--- src/sv/spq_pkg.sv ---
// Package for the sorted priority queue: sizes, command and status codes, cell types.
// Depends on nothing; used by the interfaces, the cell, the top level and the checker.
package spq_pkg;

   localparam int CAPACITY      = 16;
   localparam int PRIORITY_BITS = 16;
   localparam int VALUE_BITS    = 32;
   localparam int COUNT_BITS    = $clog2(CAPACITY + 1);
   localparam int CMD_BITS      = 2;
   localparam int STATUS_BITS   = 2;

   localparam logic [CMD_BITS-1:0] CMD_ENQUEUE = 2'd0;
   localparam logic [CMD_BITS-1:0] CMD_DEQUEUE = 2'd1;
   localparam logic [CMD_BITS-1:0] CMD_PEEK    = 2'd2;

   localparam logic [STATUS_BITS-1:0] STATUS_OK    = 2'd0;
   localparam logic [STATUS_BITS-1:0] STATUS_EMPTY = 2'd1;
   localparam logic [STATUS_BITS-1:0] STATUS_FULL  = 2'd2;

   // Broadcast from the controller to every cell.
   typedef struct packed {
      logic                         enq;
      logic                         deq;
      logic [PRIORITY_BITS-1:0]     prio;
      logic signed [VALUE_BITS-1:0] value;
   } ctrl_type;

   // What a cell shows its neighbors.
   typedef struct packed {
      logic                         valid;
      logic                         after;  // entry stays ahead of the new one
      logic [PRIORITY_BITS-1:0]     prio;
      logic signed [VALUE_BITS-1:0] value;
   } slot_type;

endpackage

--- src/sv/spq_if.sv ---
// Valid/ready channel interfaces for the sorted priority queue.
// Depends on spq_pkg for field widths.
interface spq_req_if import spq_pkg::*; ();
   logic                         valid;
   logic                         ready;
   logic [CMD_BITS-1:0]          command;
   logic signed [VALUE_BITS-1:0] item_value;
   logic [PRIORITY_BITS-1:0]     item_priority;

   modport source (output valid, command, item_value, item_priority, input ready);
   modport sink   (input valid, command, item_value, item_priority, output ready);
endinterface

interface spq_rsp_if import spq_pkg::*; ();
   logic                         valid;
   logic                         ready;
   logic signed [VALUE_BITS-1:0] head_value;
   logic                         head_valid;
   logic [COUNT_BITS-1:0]        occupancy;
   logic [STATUS_BITS-1:0]       status;

   modport source (output valid, head_value, head_valid, occupancy, status, input ready);
   modport sink   (input valid, head_value, head_valid, occupancy, status, output ready);
endinterface

--- src/sv/spq_cell.sv ---
// One slot of the sorted queue: holds an entry and shifts toward either neighbor.
// Depends on spq_pkg for ctrl_type and slot_type.
module spq_cell import spq_pkg::*; (
   input  logic     clock,
   input  logic     reset,
   input  ctrl_type ctrl,
   input  slot_type left,
   input  slot_type right,
   output slot_type slot
);

   logic                         valid_ff, valid_in;
   logic [PRIORITY_BITS-1:0]     prio_ff, prio_in;
   logic signed [VALUE_BITS-1:0] value_ff, value_in;
   logic                         after;

   assign after = valid_ff && (prio_ff <= ctrl.prio);

   always_comb begin
      valid_in = valid_ff;
      prio_in  = prio_ff;
      value_in = value_ff;
      if (ctrl.enq) begin
         if (after) begin
            // hold: entry stays ahead of the new one
         end else if (left.after) begin
            valid_in = 1'b1;
            prio_in  = ctrl.prio;
            value_in = ctrl.value;
         end else begin
            valid_in = left.valid;
            prio_in  = left.prio;
            value_in = left.value;
         end
      end else if (ctrl.deq) begin
         valid_in = right.valid;
         prio_in  = right.prio;
         value_in = right.value;
      end
   end

   always_ff @(posedge clock) begin
      if (reset) begin
         valid_ff <= 1'b0;
      end else begin
         valid_ff <= valid_in;
      end
      prio_ff  <= prio_in;
      value_ff <= value_in;
   end

   assign slot = '{valid: valid_ff, after: after, prio: prio_ff, value: value_ff};

endmodule

--- src/sv/sorted_priority_queue.sv ---
// Sorted priority queue: a row of CAPACITY slot cells keeps entries ordered by
// ascending priority, equal priorities in arrival order, front entry in cell 0.
// An enqueue compares its priority in every cell at once; cells at or past the
// insertion point shift one place back and the new entry drops into the gap.
// A dequeue shifts every cell one place forward. Peek (and the unused command
// code) changes nothing. Each transaction updates the row in the cycle it is
// accepted, so the queue takes one request transaction per clock and its
// response transaction appears on the rsp channel in the next cycle, held in an
// output register; a request is accepted while that register is empty or is
// being drained. Enqueue on a full queue and dequeue on an empty queue are
// reported through status and leave the queue untouched. Depends on spq_pkg,
// spq_if and spq_cell.
module sorted_priority_queue import spq_pkg::*; (
   input  logic      clock,
   input  logic      reset,
   spq_req_if.sink   req_chan,
   spq_rsp_if.source rsp_chan
);

   ctrl_type ctrl;
   slot_type slots [CAPACITY];
   slot_type edge_left, edge_right;

   logic                         accept;
   logic                         is_full, is_empty;
   logic                         cmd_enq, cmd_deq;
   logic [COUNT_BITS-1:0]        count_ff, count_in;
   logic [STATUS_BITS-1:0]       status_in;
   logic signed [VALUE_BITS-1:0] head_in;

   logic                         rsp_valid_ff, rsp_valid_in;
   logic signed [VALUE_BITS-1:0] head_value_ff;
   logic                         head_valid_ff;
   logic [COUNT_BITS-1:0]        occupancy_ff;
   logic [STATUS_BITS-1:0]       status_ff;

   // Accept when the response register is free or drains this cycle.
   assign req_chan.ready = !rsp_valid_ff || rsp_chan.ready;
   assign accept         = req_chan.valid && req_chan.ready;

   assign is_full  = (count_ff == COUNT_BITS'(CAPACITY));
   assign is_empty = (count_ff == '0);
   assign cmd_enq  = (req_chan.command == CMD_ENQUEUE);
   assign cmd_deq  = (req_chan.command == CMD_DEQUEUE);

   // Drive the row only for operations that really change it.
   assign ctrl = '{enq:   accept && cmd_enq && !is_full,
                   deq:   accept && cmd_deq && !is_empty,
                   prio:  req_chan.item_priority,
                   value: req_chan.item_value};

   // Front of the row always lets a new entry in; back end feeds empty slots.
   assign edge_left  = '{valid: 1'b1, after: 1'b1, prio: '0, value: '0};
   assign edge_right = '{valid: 1'b0, after: 1'b0, prio: '0, value: '0};

   for (genvar i = 0; i < CAPACITY; i++) begin : g_cell
      slot_type left_nb, right_nb;
      if (i == 0) begin : g_first
         assign left_nb = edge_left;
      end else begin : g_mid_l
         assign left_nb = slots[i-1];
      end
      if (i == CAPACITY - 1) begin : g_last
         assign right_nb = edge_right;
      end else begin : g_mid_r
         assign right_nb = slots[i+1];
      end
      spq_cell u_cell (
         .clock (clock),
         .reset (reset),
         .ctrl  (ctrl),
         .left  (left_nb),
         .right (right_nb),
         .slot  (slots[i])
      );
   end

   // Work out count, status and the front entry after this operation.
   always_comb begin
      count_in  = count_ff;
      status_in = STATUS_OK;
      head_in   = slots[0].value;
      case (req_chan.command)
         CMD_ENQUEUE: begin
            if (is_full) begin
               status_in = STATUS_FULL;
            end else begin
               count_in = count_ff + COUNT_BITS'(1);
               if (!slots[0].after) begin
                  head_in = req_chan.item_value;
               end
            end
         end
         CMD_DEQUEUE: begin
            if (is_empty) begin
               status_in = STATUS_EMPTY;
            end else begin
               count_in = count_ff - COUNT_BITS'(1);
               head_in  = slots[1].value;
            end
         end
         default: begin
            // peek or unused command code: leave everything as it is
         end
      endcase
      if (count_in == '0) begin
         head_in = '0;
      end
   end

   assign rsp_valid_in = accept || (rsp_valid_ff && !rsp_chan.ready);

   always_ff @(posedge clock) begin
      if (reset) begin
         count_ff     <= '0;
         rsp_valid_ff <= 1'b0;
      end else begin
         if (accept) begin
            count_ff <= count_in;
         end
         rsp_valid_ff <= rsp_valid_in;
      end
      if (accept) begin
         head_value_ff <= head_in;
         head_valid_ff <= (count_in != '0);
         occupancy_ff  <= count_in;
         status_ff     <= status_in;
      end
   end

   assign rsp_chan.valid      = rsp_valid_ff;
   assign rsp_chan.head_value = head_value_ff;
   assign rsp_chan.head_valid = head_valid_ff;
   assign rsp_chan.occupancy  = occupancy_ff;
   assign rsp_chan.status     = status_ff;

endmodule

--- src/flat_wrapper.sv ---
// flat-port wrapper written by rule: the top's interface ports become plain ports
module sorted_priority_queue_flat import spq_pkg::*;
  (clock, reset, req_chan_valid, req_chan_command, req_chan_item_value, req_chan_item_priority, req_chan_ready, rsp_chan_valid, rsp_chan_head_value, rsp_chan_head_valid, rsp_chan_occupancy, rsp_chan_status, rsp_chan_ready);
  spq_req_if req_chan_i ();
  spq_rsp_if rsp_chan_i ();
  input  logic clock;
  input  logic reset;
  input wire logic [$bits(req_chan_i.valid)-1:0] req_chan_valid;
  input wire logic [$bits(req_chan_i.command)-1:0] req_chan_command;
  input wire logic [$bits(req_chan_i.item_value)-1:0] req_chan_item_value;
  input wire logic [$bits(req_chan_i.item_priority)-1:0] req_chan_item_priority;
  output wire logic [$bits(req_chan_i.ready)-1:0] req_chan_ready;
  output wire logic [$bits(rsp_chan_i.valid)-1:0] rsp_chan_valid;
  output wire logic [$bits(rsp_chan_i.head_value)-1:0] rsp_chan_head_value;
  output wire logic [$bits(rsp_chan_i.head_valid)-1:0] rsp_chan_head_valid;
  output wire logic [$bits(rsp_chan_i.occupancy)-1:0] rsp_chan_occupancy;
  output wire logic [$bits(rsp_chan_i.status)-1:0] rsp_chan_status;
  input wire logic [$bits(rsp_chan_i.ready)-1:0] rsp_chan_ready;
  assign req_chan_i.valid = req_chan_valid;
  assign req_chan_i.command = req_chan_command;
  assign req_chan_i.item_value = req_chan_item_value;
  assign req_chan_i.item_priority = req_chan_item_priority;
  assign req_chan_ready = req_chan_i.ready;
  assign rsp_chan_valid = rsp_chan_i.valid;
  assign rsp_chan_head_value = rsp_chan_i.head_value;
  assign rsp_chan_head_valid = rsp_chan_i.head_valid;
  assign rsp_chan_occupancy = rsp_chan_i.occupancy;
  assign rsp_chan_status = rsp_chan_i.status;
  assign rsp_chan_i.ready = rsp_chan_ready;
  sorted_priority_queue u_core (.clock(clock), .reset(reset), .req_chan(req_chan_i), .rsp_chan(rsp_chan_i));
endmodule
--- config.mk ---
export PLATFORM = sky130hd
export DESIGN_NAME = sorted_priority_queue_flat
export DESIGN_NICKNAME = d
export VERILOG_FILES = /design/src/sv/spq_pkg.sv /design/src/sv/spq_if.sv /design/src/sv/spq_cell.sv /design/src/sv/sorted_priority_queue.sv /design/src/flat_wrapper.sv
export SDC_FILE = /design/constraint.sdc
export NUM_CORES = 2
export LEC_CHECK = 0
export ABC_AREA = 0
export BUFFER_PORTS_ARGS = -buffer_cell sky130_fd_sc_hd__buf_2
export CORE_ASPECT_RATIO = 1.2
export CORE_MARGIN = 4
export CORE_UTILIZATION = 45
export CTS_CLUSTER_DIAMETER = 30
export DETAILED_ROUTE_END_ITERATION = 6
export SLEW_MARGIN = 20
export SYNTH_ARGS = -nofsm -noshare
export SYNTH_HDL_FRONTEND = slang
export SYNTH_SLANG_ARGS = --single-unit
export TNS_END_PERCENT = 50
--- constraint.sdc ---
create_clock -name clock -period 5.6 [get_ports clock]
set_clock_uncertainty 0.05 [all_clocks]
set_input_delay 1.4 -clock clock [delete_from_list [all_inputs] [get_ports clock]]
set_output_delay 1.4 -clock clock [all_outputs]
set_load 0.01 [all_outputs]
### After elaboration in Yosys (flattened, before gate mapping)

Index checks and enable logic that the tools add are counted.

* register bits after elaboration: 830
* output and inout bits: 42
* logic and storage cells: 337
* bits of input ports: 54

* equal/unequal tests: 18
* magnitude comparators: 16
* reductions and logical operators: 49
* $add $sub $neg: 2
* multiplexer cells: 198

Operators by type and width (count)
* $mux 32: 65
* $mux 16: 63
* $le 16x16->1: 16
* $mux 1: 64
* $pmux 32 s2: 1
* $ne 2x2->1 const B: 16
* $reduce_and 2->1: 16
* $logic_and 1x1->1: 22
* $logic_not 5->1: 2
* $mux 5: 2
* $pmux 5 s2: 1
* $add 5x1->5 const B: 1
* $eq 5x5->1 const B: 1
* $reduce_bool 5->1: 1
* $sub 5x1->5 const B: 1
* $logic_not 1->1: 4
* $pmux 2 s2: 1
* $eq 2x1->1 const B: 1
* $logic_not 2->1: 1
* $logic_or 1x1->1: 2
* $mux 2: 1
* $reduce_bool 2->1: 1

### Depth between registers and ports, before layout

* depth in word-level cells: 7
* gate-level depth with buffers: 13
* depth with buffers taken out: 9

### Cells and area by module

Synthesis repeated with hierarchy kept, for this count alone.

* cell total of the unflattened synthesis: 4637
* area, all modules: 49463.7 um^2

By module, submodules not included
* spq_cell (u_core.g_cell[0].u_cell ...): cells each 275, instances 8, area an instance 2927.8 um^2, seq. area each 1461.4 um^2
* spq_cell (u_core.g_cell[2].u_cell ...): cells each 275, instances 8, area an instance 2910.3 um^2, seq. area each 1461.4 um^2
* sorted_priority_queue: cells each 237, instances 1, area an instance 2758.9 um^2, seq. area each 1321.3 um^2

### Worst setup path before layout

Ideal clock, no wire load.

* kind: in2reg
* start: in req_chan_item_priority[1]
* end: reg u_core.g_cell[14].u_cell.prio_ff[0], enable pin
* path slack: -0.355 ns
* cell stages on the path: 9
* arrival time: 5.435 ns
* data required time: 5.080 ns
* path buffers: 1
* cells stage by stage: inv_1 ha_1 nor2b_1 o211ai_1 a2111o_1 o211a_1 o21a_1 clkbuf_1 a21oi_1

* word-level cells in the longest chain between the ends: 4

Ends and longest elaborated chain
* start: declaration: RTL line flat_wrapper.sv:11 `input wire logic [$bits(req_chan_i.item_priority)-1:0] req_chan_item_priority;`
* $le 16x16->1: RTL line spq_cell.sv:17 `assign after = valid_ff && (prio_ff <= ctrl.prio);`
* $logic_and 1x1->1: RTL line spq_cell.sv:17
* $ne 2x2->1 (no line)
* $reduce_and 2->1 (no line)
* end signal: assignment: RTL line spq_cell.sv:48 `prio_ff <= prio_in;`
* end: declaration: RTL line spq_cell.sv:13 `logic [PRIORITY_BITS-1:0] prio_ff, prio_in;`

Every way passes these cells.
A chain may end at the register's enable or synchronous reset.

### Final worst setup path

* start: in req_chan_item_priority[9]
* end: reg u_core.g_cell[10].u_cell.prio_ff[13], data pin

* word-level cells in the longest chain between the ends: 5

Ends and longest elaborated chain
* $le 16x16->1: RTL line spq_cell.sv:17
* $logic_and 1x1->1: RTL line spq_cell.sv:17
* $mux 16: RTL line spq_cell.sv:26 `end else if (left.after) begin`
* $mux 16: RTL line spq_cell.sv:24 `if (after) begin`
* $mux 16: RTL line spq_cell.sv:23 `if (ctrl.enq) begin`
* via u_core.g_cell[10].u_cell.prio_in[13]: RTL line spq_cell.sv:13
* end signal: assignment: RTL line spq_cell.sv:48
* end: declaration: RTL line spq_cell.sv:13

The timed path passes the listed nets, and every way through them passes these cells. The select of a mux whose other input is x is not followed.

==> impl_summary.txt <==
----------------------------------------------------
[Synth]
  Dominant combinational cell family by area after synthesis ... compound AO/OA/AOI/OAI gates
  XOR/XNOR share of the synthesized area ... 0.000544
  Leading post-synthesis cells by instance count ... sky130_fd_sc_hd__edfxtp_1 (808), sky130_fd_sc_hd__nand2_1 (695), sky130_fd_sc_hd__o21ai_0 (565)
  Synth unique cells ... 60
  Post-Synthesis Cells ... 4,542
  Most area-consuming cells after synthesis ... sky130_fd_sc_hd__edfxtp_1 (50%), sky130_fd_sc_hd__mux2i_1 (11%), sky130_fd_sc_hd__ha_1 (6.7%)
  Netlist Area Pre-Place ... 48,300 µm²
  Share of the synthesized area in compound gates (AO/OA/AOI/OAI) ... 0.149
  Primary FF master, synth ... sky130_fd_sc_hd__edfxtp_1
  Post-synth EDFFs ... 808
  Proportion of synthesized chip area in sequential cells ... 0.512
  Most repeated cell in the gate-level netlist after synthesis ... sky130_fd_sc_hd__edfxtp_1
  Dominant cell type by area after synthesis ... sky130_fd_sc_hd__edfxtp_1
  Adder and majority cell fraction of the synthesized area ... 0.0669
  Post-Synth Simple-Gate Area ... 0.127
  Area share of the largest cell type after synthesis ... 0.503
  Fraction of registers with async set/reset ... 0
  Share of cell area taken by muxes after synthesis ... 0.106
  Flip-flop and latch count after synthesis ... 830
  Syn_area_per_cell ... 10.6 µm²
  Synthesis warning total ... 0
  Mapped Nets ... 4,854

[Power and ir drop]
  Total Power Consumption ... 21.7 mW
  Peak ir drop on the vdd network ... 0.319 mV
  Power density cells ... 378 nW/µm²
  Total leakage power ... 24.9 nW

[Clock network]
  Cts bufs inserted ... 194
  TritonCTS clock tree ... built
  Clk Latency, worst-skew pair ... 0.78 ns
  CTS resizes ... 0
  Depth of the CTS H-tree ... 4
  Clock tree root driver cell ... sky130_fd_sc_hd__clkbuf_16
  Clock-pin slew on the worst setup and hold paths ... 0.04 ns
  Cts hold-fix bufs ... 0
  Setup repair bufs after CTS ... 0
  Clock sink count ... 830
  Max clock buf depth ... 3

[Global route]
  Maximum number of pins on one net before global-route repair ... 139
  Overall Global Routing Usage ... 0.258
  Initial antenna violation count ... 10
  Wire length of the first global-routing pass ... 225,000 µm
  Vias in the first global route ... 36.8k
  GRT Residual Overflow ... 0

[Drt]
  Routed via count divided by cell count ... 5.99
  Number of iterations in the first detailed-routing pass ... 5
  Number of remaining DRC errors ... 0
  DRT Wirelength ... 148,000 µm
  Routed wire length per instance ... 24.1 µm
  Via count of the routed design ... 36.8k
  Post-detailed-route count of antenna-violating nets ... 0
  DR iter-0 viols ... 3,258

[Setup path]
  Critical Path Fanout Max ... 25
  Data arrival at the endpoint of the critical path ... 4.72 ns
  CP endpoint kind ... register
  Startpoint type of the worst setup path ... primary input
  Critical path data required time ... 6.03 ns
  Critical setup path kind ... primary input to register

[Floorplanning]
  Placement Rows ... 131
  Effective utilization at floorplan ... 0.454
  Top Ports ... 96
  Die span in y ... 367 µm
  Die Area ... 113,000 µm²
  Floorplan die width ... 307 µm
  Floorplan Core Area ... 106,000 µm²

[Layout]
  Syn-to-layout area delta ... 18.8%
  Sequential Area ... 24,700 µm²
  Final net count ... 4,892
  Area of the multi-input gates ... 22,000 µm²
  # fillers ... 9,237
  Ratio of cells with drive above 1 in the final layout ... 0.158

[Flow run]
  Number of max-cap violations ... 0

[Placed design]
  I/O Buffers ... 95
  DPL Wire Length ... 95,500 µm
  Final GP Congestion ... 0.879
  DP Worst Slack ... 0.562 ns

[Timing]
  Portion of the clock cycle consumed by the worst path in the final layout ... 0.767
  Worst rel slew slack ... 0.440
  Period minus WS final ... 4.29 ns
  Final number of max-transition violations ... 0
  Hold Vio Cnt, Final ... 0
  RSZ-0062 raised after global routing ... no
  Fmax ... 233 MHz
  Post-layout worst setup margin ... 1.31 ns
  Total of endpoints with negative setup slack in the final report ... 0
  Slew at the pin closest to its max-slew limit ... 0.840 ns

[Outcome]
  Result of the run ... finished clean

[Min path]
  Type of the tightest min-delay check ... register to register

----------------------------------------------------
[cells by family (layout without fill, tap and decap cells)]
family                   count (synthesis)  count (layout)
AND/OR/NAND/NOR                       1351            1351
AO/OA/AOI/OAI                         1152            1152
flip-flops                             830             830
multiplexers                           513             513
buffers and inverters                  435             639
adder cells (fa/ha/maj)                258             258
XOR/XNOR                                 3               3
other                                    0               6
[where the power goes]
| part | leakage, nW | internal [mW] | total [mW] | switching (mW) |
|---|---|---|---|---|
| Clock | 3.32 | 8.05 | 11.8 | 3.70 |
| Combinational | 13.9 | 0.821 | 2.30 | 1.48 |
| Sequential | 7.69 | 7.35 | 7.62 | 0.270 |
| Total | 24.9 | 16.2 | 21.7 | 5.45 |
[final cells by class]
cell class / count / area share
sequential: 830 / 0.431
antenna: 6 / 0.000262
tap: 1396 / 0.0305
clock inverter: 135 / 0.0287
inverter: 47 / 0.00308
multi-input combinational: 3277 / 0.385
clock buffer: 227 / 0.0899
timing repair buffer: 230 / 0.0321
[cells in the final DEF (no fill, tap or decap), types with 145 or more instances in the layout]
master	n
sky130_fd_sc_hd__edfxtp_1	808
sky130_fd_sc_hd__nand2_1	692
sky130_fd_sc_hd__o21ai_0	564
sky130_fd_sc_hd__mux2i_1	513
sky130_fd_sc_hd__ha_1	258
sky130_fd_sc_hd__a21oi_1	251
sky130_fd_sc_hd__clkbuf_16	201
sky130_fd_sc_hd__nor2_1	164
sky130_fd_sc_hd__nor3_1	159
sky130_fd_sc_hd__nand2b_1	157
sky130_fd_sc_hd__o221a_2	145
[path summary, 6_finish.rpt]
check / from / to / slack, ns / cells after the start
min: u_core.g_cell[15].u_cell.valid_ff$_SDFFE_PP0P_ / u_core.g_cell[15].u_cell.valid_ff$_SDFFE_PP0P_ / 0.47 / 2
max: req_chan_item_priority[9] / u_core.g_cell[10].u_cell.prio_ff[13]$_DFFE_PP_ / 1.31 / 10
max reg2reg: u_core.count_ff[0]$_SDFFE_PP0P_ / u_core.g_cell[1].u_cell.prio_ff[14]$_DFFE_PP_ / 2.01 / 9
min reg2reg: u_core.g_cell[15].u_cell.valid_ff$_SDFFE_PP0P_ / u_core.g_cell[15].u_cell.valid_ff$_SDFFE_PP0P_ / 0.47 / 2
[state kept, by name (all words and copies together), names as in the netlist]
name	count
u_core.g_cell.u_cell.valid_ff	16
u_core.rsp_chan.status	2
u_core.rsp_chan.occupancy	5
u_core.g_cell.u_cell.prio_ff	256
u_core.g_cell.u_cell.value_ff	512
u_core.rsp_chan.head_valid	1
u_core.rsp_chan.valid	1
u_core.rsp_chan.head_value	32
u_core.count_ff	5
[critical path: stages]
cell	delay, ns
sky130_fd_sc_hd__buf_2	0.31
sky130_fd_sc_hd__inv_1	0.43
sky130_fd_sc_hd__ha_1	0.46
sky130_fd_sc_hd__nand2_1	0.06
sky130_fd_sc_hd__nor3_1	0.48
sky130_fd_sc_hd__o21ai_0	0.30
sky130_fd_sc_hd__a21oi_4	0.29
sky130_fd_sc_hd__buf_4	0.56
sky130_fd_sc_hd__mux2i_1	0.27
sky130_fd_sc_hd__o21ai_0	0.11
[per-stage QoR]
step | cells | utilization | hold slack (ns) | cell area, µm² | setup TNS [ns]
5_1_grt | 6146 | 0.539 | 0.493 | 57300 | 0
3_3_place_gp | 5780 | 0.475 | 0.448 | 50500 | 0
2_1_floorplan | 4542 | - | 0.434 | 48300 | -63.12
3_5_place_dp | 5780 | 0.475 | 0.457 | 50500 | 0
4_1_cts | 6142 | 0.539 | 0.468 | 57300 | 0
6_report | 6148 | 0.539 | 0.474 | 57300 | 0
[metal layers]
| layer | GRT usage | routed length (µm) | share of wire | vias up |
|---|---|---|---|---|
| met5 | 0 | 11 | 0.000074 | - |
| met4 | 0.101 | 4790 | 0.032 | 2 |
| met3 | 0.0465 | 8700 | 0.059 | 302 |
| met2 | 0.431 | 72200 | 0.49 | 1317 |
| met1 | 0.332 | 62800 | 0.42 | 18100 |
| li1 | - | - | - | 17100 |
Note: power is estimated with default switching activity, not from simulation.
